`config.mk`:
```
export PLATFORM = sky130hd
export DESIGN_NAME = gps_ctrl
export DESIGN_NICKNAME = d
export VERILOG_FILES = /design/src/rtl/gps_pkg.sv /design/src/rtl/gps_ctrl.sv
export VERILOG_INCLUDE_DIRS = /design/src /design/src/rtl
export SDC_FILE = /design/constraint.sdc
export NUM_CORES = 1
export LEC_CHECK = 0
export ABC_CLOCK_PERIOD_IN_PS = 2350
export BUFFER_PORTS_ARGS = -buffer_cell sky130_fd_sc_hd__buf_2
export CORE_MARGIN = 2
export CORE_UTILIZATION = 45
export DETAILED_ROUTE_END_ITERATION = 8
export PLACE_DENSITY = 0.68
export SYNTH_ARGS = -nofsm -noshare
export SYNTH_HDL_FRONTEND = slang
export SYNTH_SLANG_ARGS = --single-unit
```
`constraint.sdc`:
```
create_clock -name i_clk -period 2.35 [get_ports i_clk]
set_input_delay 0 -clock i_clk [delete_from_list [all_inputs] [get_ports i_clk]]
set_output_delay 0 -clock i_clk [all_outputs]
set_load 0.1 [all_outputs]
```
`src/rtl/assert_macros.svh`:
```
// ----------------------------------------------------------------------------
// assert_macros.svh
// Assertion shorthands for the grid point snap RTL.
// ----------------------------------------------------------------------------
`ifndef ASSERT_MACROS_SVH
`define ASSERT_MACROS_SVH

// Clocked check, switched off while reset is asserted.
`define GPS_ASSERT(label, prop, msg) \
    label: assert property (@(posedge i_clk) disable iff (!i_rst_n) prop) \
        else $error(msg);

// Clocked check that also holds across reset.
`define GPS_ASSERT_NR(label, prop, msg) \
    label: assert property (@(posedge i_clk) prop) else $error(msg);

`endif

```
`src/rtl/gps_pkg.sv`:
```
// ----------------------------------------------------------------------------
// gps_pkg
// Shared types, constants and helper functions of the grid point snap unit.
// ----------------------------------------------------------------------------
package gps_pkg;

    localparam int COORD_BITS_DEF = 16;
    localparam int FRAC_BITS_DEF  = 16;

    localparam int PT_W  = 15;   // input coordinate width
    localparam int SP_W  = 11;   // grid spacing width
    localparam int IDX_W = 18;   // column and row index width
    localparam int VTX_W = 20;   // exact vertex coordinate width
    localparam int ADDR_W = 3;
    localparam int DATA_W = 32;

    localparam logic [SP_W-1:0] SP_RESET = SP_W'(8);

    // Register map: index taken from paddr[2].
    localparam logic REG_GRID_TYPE    = 1'b0;
    localparam logic REG_GRID_SPACING = 1'b1;

    localparam logic [63:0] SQRT3_HALF_Q32 = 64'd3719550787;

    // sqrt(3)/2 rounded half up to f fraction bits.
    function automatic logic [31:0] sqrt3_half_q(input int f);
        logic [63:0] v;
        v = (SQRT3_HALF_Q32 + (64'd1 << (31 - f))) >> (32 - f);
        return v[31:0];
    endfunction

    typedef enum logic [4:0] {
        S_IDLE, S_RDX, S_RWX, S_RX, S_RDY, S_RWY, S_RY, S_RFIN,
        S_NDIV, S_NWAIT, S_NLO, S_MDIV, S_MWAIT, S_MUL, S_SEL, S_SQR,
        S_SUM, S_IFIN
    } t_state;

    typedef enum logic [3:0] {
        OP_NONE, OP_LOAD, OP_DIV_RX, OP_DIV_RY, OP_RX, OP_RY, OP_RFIN,
        OP_DIV_N, OP_NLO, OP_DIV_M, OP_MUL, OP_SEL, OP_SQR, OP_SUM, OP_IFIN
    } t_op;

    typedef struct packed {
        t_op  op;
        logic div_start;
    } t_dp_cmd;

    typedef struct packed {
        logic div_done;
        logic div_busy;
        logic col;
    } t_dp_stat;

endpackage

```
`src/rtl/gps_ctrl.sv`:
```
// ----------------------------------------------------------------------------
// gps_ctrl
// Sequencer of the snap unit: handshakes and datapath command generation.
// ----------------------------------------------------------------------------
module gps_ctrl (
    input  logic               i_clk,
    input  logic               i_rst_n,
    input  logic               i_in_valid,
    output logic               o_in_stall,
    output logic               o_out_valid,
    input  logic               i_out_stall,
    input  logic               i_grid_type,
    input  gps_pkg::t_dp_stat  i_stat,
    output gps_pkg::t_dp_cmd   o_cmd
);
    import gps_pkg::*;

    t_state  r_state, n_state;
    logic    r_out_valid, n_out_valid;
    logic    w_out_free;
    t_dp_cmd w_cmd;

    assign w_out_free = !r_out_valid || !i_out_stall;

    always_comb begin
        n_state = r_state;
        case (r_state)
            S_IDLE:  if (i_in_valid) n_state = i_grid_type ? S_NDIV : S_RDX;
            S_RDX:   n_state = S_RWX;
            S_RWX:   if (i_stat.div_done) n_state = S_RX;
            S_RX:    n_state = S_RDY;
            S_RDY:   n_state = S_RWY;
            S_RWY:   if (i_stat.div_done) n_state = S_RY;
            S_RY:    n_state = S_RFIN;
            S_RFIN:  if (w_out_free) n_state = S_IDLE;
            S_NDIV:  n_state = S_NWAIT;
            S_NWAIT: if (i_stat.div_done) n_state = S_NLO;
            S_NLO:   n_state = S_MDIV;
            S_MDIV:  n_state = S_MWAIT;
            S_MWAIT: if (i_stat.div_done) n_state = S_MUL;
            S_MUL:   n_state = S_SEL;
            S_SEL:   n_state = S_SQR;
            S_SQR:   n_state = S_SUM;
            S_SUM:   n_state = i_stat.col ? S_IFIN : S_MDIV;
            S_IFIN:  if (w_out_free) n_state = S_IDLE;
            default: n_state = S_IDLE;
        endcase
    end

    always_comb begin
        w_cmd.op        = OP_NONE;
        w_cmd.div_start = 1'b0;
        case (r_state)
            S_IDLE:  if (i_in_valid) w_cmd.op = OP_LOAD;
            S_RDX: begin
                w_cmd.op        = OP_DIV_RX;
                w_cmd.div_start = 1'b1;
            end
            S_RX:    w_cmd.op = OP_RX;
            S_RDY: begin
                w_cmd.op        = OP_DIV_RY;
                w_cmd.div_start = 1'b1;
            end
            S_RY:    w_cmd.op = OP_RY;
            S_RFIN:  if (w_out_free) w_cmd.op = OP_RFIN;
            S_NDIV: begin
                w_cmd.op        = OP_DIV_N;
                w_cmd.div_start = 1'b1;
            end
            S_NLO:   w_cmd.op = OP_NLO;
            S_MDIV: begin
                w_cmd.op        = OP_DIV_M;
                w_cmd.div_start = 1'b1;
            end
            S_MUL:   w_cmd.op = OP_MUL;
            S_SEL:   w_cmd.op = OP_SEL;
            S_SQR:   w_cmd.op = OP_SQR;
            S_SUM:   w_cmd.op = OP_SUM;
            S_IFIN:  if (w_out_free) w_cmd.op = OP_IFIN;
            default: w_cmd.op = OP_NONE;
        endcase
    end

    always_comb begin
        n_out_valid = r_out_valid && i_out_stall;
        if (w_cmd.op == OP_RFIN || w_cmd.op == OP_IFIN) begin
            n_out_valid = 1'b1;
        end
    end

    always_ff @(posedge i_clk) begin
        if (!i_rst_n) begin
            r_state     <= S_IDLE;
            r_out_valid <= 1'b0;
        end else begin
            r_state     <= n_state;
            r_out_valid <= n_out_valid;
        end
    end

    assign o_in_stall  = (r_state != S_IDLE);
    assign o_out_valid = r_out_valid;
    assign o_cmd       = w_cmd;

`include "assert_macros.svh"

    `GPS_ASSERT(a_accept_busy, (i_in_valid && !o_in_stall) |=> o_in_stall, "accepted beat did not start work")
    `GPS_ASSERT(a_fin_free, (w_cmd.op == OP_RFIN || w_cmd.op == OP_IFIN) |-> w_out_free, "result overwrote a waiting beat")
    `GPS_ASSERT(a_div_idle, w_cmd.div_start |-> !i_stat.div_busy, "divider restarted while busy")
    `GPS_ASSERT_NR(a_rst_clear, !i_rst_n |=> !r_out_valid, "output valid survived reset")
endmodule

```
# Word level (Yosys, flattened, before mapping)
# Index checks and enable logic that the tools add are counted.
[op_classes]
n_mux = 15
n_eq_ne = 25
n_reduce_logical = 10
[ops]
columns = ["op", "n"]
rows = [
  ["5-bit one-hot mux with 17 select lines", 1],
  ["4-bit one-hot mux with 14 select lines", 1],
  ["5-bit by 4-bit equality test with 1-bit output, second input constant", 8],
  ["5-bit two-way mux", 7],
  ["5-bit by 3-bit equality test with 1-bit output, second input constant", 4],
  ["5-bit by 2-bit equality test with 1-bit output, second input constant", 2],
  ["5-bit equality test, second input constant", 2],
  ["2-bit != test, second input constant", 5],
  ["4-bit two-way mux", 2],
  ["6-bit AND reduction", 1],
  ["5-bit by 1-bit equality test with 1-bit output, second input constant", 1],
  ["5-bit zero test", 1],
  ["5-bit nonzero test", 1],
  ["4-bit by 3-bit equality test with 1-bit output, second input constant", 1],
  ["4-bit equality test, second input constant", 1],
  ["4-bit OR reduction", 1],
  ["1-bit two-way mux", 3],
  ["3-bit two-way mux", 1],
  ["1-bit zero test", 2],
  ["1-bit logical OR", 2],
  ["2-bit by 1-bit != test with 1-bit output, second input constant", 1],
  ["2-bit OR reduction", 1],
  ["1-bit logical AND", 1],
]
[totals]
input_bits = 8
out_inout_bits = 7
register_bits = 6
word_cells = 52

# Longest topological paths before layout
[depth]
ltp_word = 7
ltp_mapped = 7
depth_no_buf = 5

# Worst setup path before layout
# No wires, ideal clock.
[synth_timing]
path_kind = "register to register"
from = "register r_out_valid, in the netlist o_out_valid"
to = "register r_out_valid, in the netlist o_out_valid"
setup_slack_ns = -0.804
stages_incl_launch_ff = 6
synth_period_minus_slack_ns = 3.154
required_ns = 2.272
path_buffers = 0
arrival_ns = 3.076
setup_ns = 0.078
path_cell_list = "dfxtp_1 -> nand2_1 -> o2111ai_1 -> o211ai_1 -> or3b_1 -> o22ai_1"
[synth_rtl]
columns = ["element", "line_no", "source"]
rows = [
  ["start: declaration", "gps_ctrl.sv:19", "logic r_out_valid, n_out_valid;"],
  ["start signal: assignment", "gps_ctrl.sv:97", "r_out_valid <= n_out_valid;"],
]

==> results.md <==
* Outcome: completed
* Final ANT Viol Nets at 0
* CTS Sinks at 6
* Final WL at 1.68 mm
* Max Clk Rate at 0.465 GHz
* Setup TNS at 0 ns
* Max Clock Skew at 0.00361 ns
* Crit path cell chain: nor2b_1 > nand2b_1 > mux2_2 > o32a_1 > nor2_1 > buf_2
* Clk pin slew, worst setup/hold paths at around 0.04 ns
* Synth Instances at ~100
* Crit path max fanout at 17
* Final-stage net count at roughly 120
* Final setup fails at 0
* Synth Area in XOR/XNOR at roughly 1.2%
* First drt pass iteration count at 4
* Max Cap Viol at 0
* 1st-iter DRT viols at 13
* R2R setup slack at around 0.47 ns
* Ys async rst share at 0%
* Adder-cell share of the synthesized area at 0%
* Total number of vias at 749
* Endpoint of the worst hold path: r_state[4]
* Die ar. at 1970 µm²
* Setup CP Type: reg2out
* Root Buffer: clkbuf_4
* First-pass GRT wire length at around 2.7 mm
* Post-synthesis mux area share at 5.63%
* I/O pin count at 15
* CTS buffer count at 3
* Post-CTS Setup Bufs at 0
* Fin crit share at 91.5%
* Fillers at 173
* Die Span Y at approximately 44 µm
* Initial Utilization at 48.1%
* Placer Congestion at 0.804
* Insertion delay to the later sink of the worst-skew pair at 0.24 ns
* Min Tclk post-route at 2.15 ns
* Initial antenna violation count at 0
* Detail Placement HPWL at 1.25 mm
* Post-synth cell types at 42
* Worst slew pin tran at 0.640 ns
* Synth Cell Area at 733 µm²
* R2R cell count at 5
* Num rows at 14
* Max clock buf depth at 2
* Vias per inst at 5.90
* Setup crit start: r_state[3]
* Compound-gate portion of the synthesized area at 28.5%
* Yosys reg bits at 6
* Post-synthesis simple-gate area fraction at 34.8%
* Worst setup SP type: register
* Global route overflow at 0
* Slowest stage delay, CP at about 0.68 ns
* Number of synthesized flops with an enable pin at 0
* H-tree Lvls at 1
* Core area at 1520 µm²
* RSZ-0062 raised after global routing: no
* Req. time, crit path at around 2.4 ns
* Ant. Diodes at 0
* Hold crit path type: in2reg
* Area grow syn2layout at 6.48%
* Crit path max-delay cell type: dfxtp_1
* Post-CTS Resized at 0
* Top FF cell, synth: dfxtp_1
* WP data arrival at 2.15 ns
* Worst R2R End: o_out_valid
* Main combinational cell family by area after synthesis: simple AND/OR/NAND/NOR gates
* DRC violations left at 0
* Syn nets at between 100 and 150
* Hold path depth at 2
* Cts hold-fix bufs at 0
* Multi-input gate area at 514 µm²
* Crit. End Element: primary output
* CP bufs+invs at 1
* Pin count of the biggest net entering global routing at 21
* Worst hold slack at 0.0640 ns
* Syn Area/Cell at 7.19 µm²
* Yosys warns at 0
* DR WL/cell at 13.2 µm
* Fraction of layout cells with a size suffix above 1 at 21.6%
* GRT Total Usage at 18.5%
* Critical path's top delay family: flip-flops
* Reg area at ~120 µm²
* Port bufs at 13
* HP Start: i_rst_n
* Critical R2R Launch: r_state[2]
* Hold Fails Final Rpt at 0
* Final slew viol count at 0
* Die Wd at 44.4 µm
* Relative slew slack at between 50 and 60%
* Vias in the first global route at 627
* Sequential-to-total area share from yosys stat at 16.4%
* TritonCTS clock tree: built
## area by class of cell
| cell class | count | share of cell area [%] |
|---|---|---|
| flip-flops and latches | 6 | 15.5 |
| inverters | 4 | 1.92 |
| multi-input cells | 82 | 65.9 |
| well taps | 16 | 2.56 |
| clock buffers | 3 | 2.88 |
| repair buffers | 16 | 11.2 |
## per-stage QoR
stage	cells	setup slack (ns)	cell area, µm²	utilization [%]
after CTS	127	0.198	781	51.2
final	127	0.200	781	51.2
after global placement	124	0.509	758	49.8
after global routing	127	0.0534	781	51.2
after detailed placement	124	0.468	758	49.8
after floorplan	102	-0.578	734	-
## cell families (layout without fill, tap and decap cells)
logic type,count (synthesis),count (layout)
buffers and inverters,14,23
AND/OR/NAND/NOR,47,47
XOR/XNOR,1,1
AO/OA/AOI/OAI,30,30
flip-flops,6,6
multiplexers,4,4
## placed cells by master (no fill, tap or decap), types with 2 or more instances in the layout
cell type	netlist	routed
o21ai_1	3	4
nand3_1	4	4
dfxtp_1	6	5
o21ai_0	4	3
a21oi_1	8	8
nand3b_1	2	2
and3_1	2	2
nor2b_1	2	2
buf_4	2	3
nor2_1	10	10
clkbuf_4	0	3
buf_2	1	13
a21boi_0	2	2
nand2b_1	6	6
inv_1	4	4
nor4_1	3	3
mux2i_1	3	3
nand2_1	11	11
## state kept, by name (all words and copies together) (netlist names)
name	count
o_out_valid	1
r_state	5
## how the worst max path moves through the flow
stage	endpoint	slack (ns)	cells past startpoint
after CTS	o_cmd[0]	0.20	6
after global placement	o_cmd[0]	0.51	6
after detailed placement	o_cmd[0]	0.47	6
after floorplan	o_out_valid	-0.58	5
final	o_cmd[0]	0.20	6
after global routing	o_cmd[1]	0.05	4
## worst reg2reg max path: stages, from the launching register on
cell and delay, ns:
dfxtp_1 0.72, nand2b_1 0.21, o2111ai_1 0.14, o211ai_1 0.26, or3b_1 0.37, o22ai_1 0.10
## layer usage
metal	up-vias	part of all wire (%)	GRT usage, %
met5	-	0	0
met4	0	0	6.06
met3	0	3.2	4.49
met2	13	49	28.8
met1	340	48	24.9
li1	396	-	-
## cell usage after synthesis, drive strengths merged, types with 2 or more instances
cell     n  area share (%)
nor2b    2             1.7
nand3    4             2.7
nand2b   6             5.1
a21boi   2             2.0
inv      4             2.0
a21oi    8             5.5
and3     2             1.7
nor2    10             5.1
mux2i    3             4.1
nand3b   2             2.0
dfxtp    6              16
buf      9              11
o21ai    7             4.8
or3      2             2.4
nor4     3             2.6
nand2   11             5.6
Power is left out: the tool's default activity adds up to more than one toggle a clock period on the data nets, which glitch-free logic cannot reach.
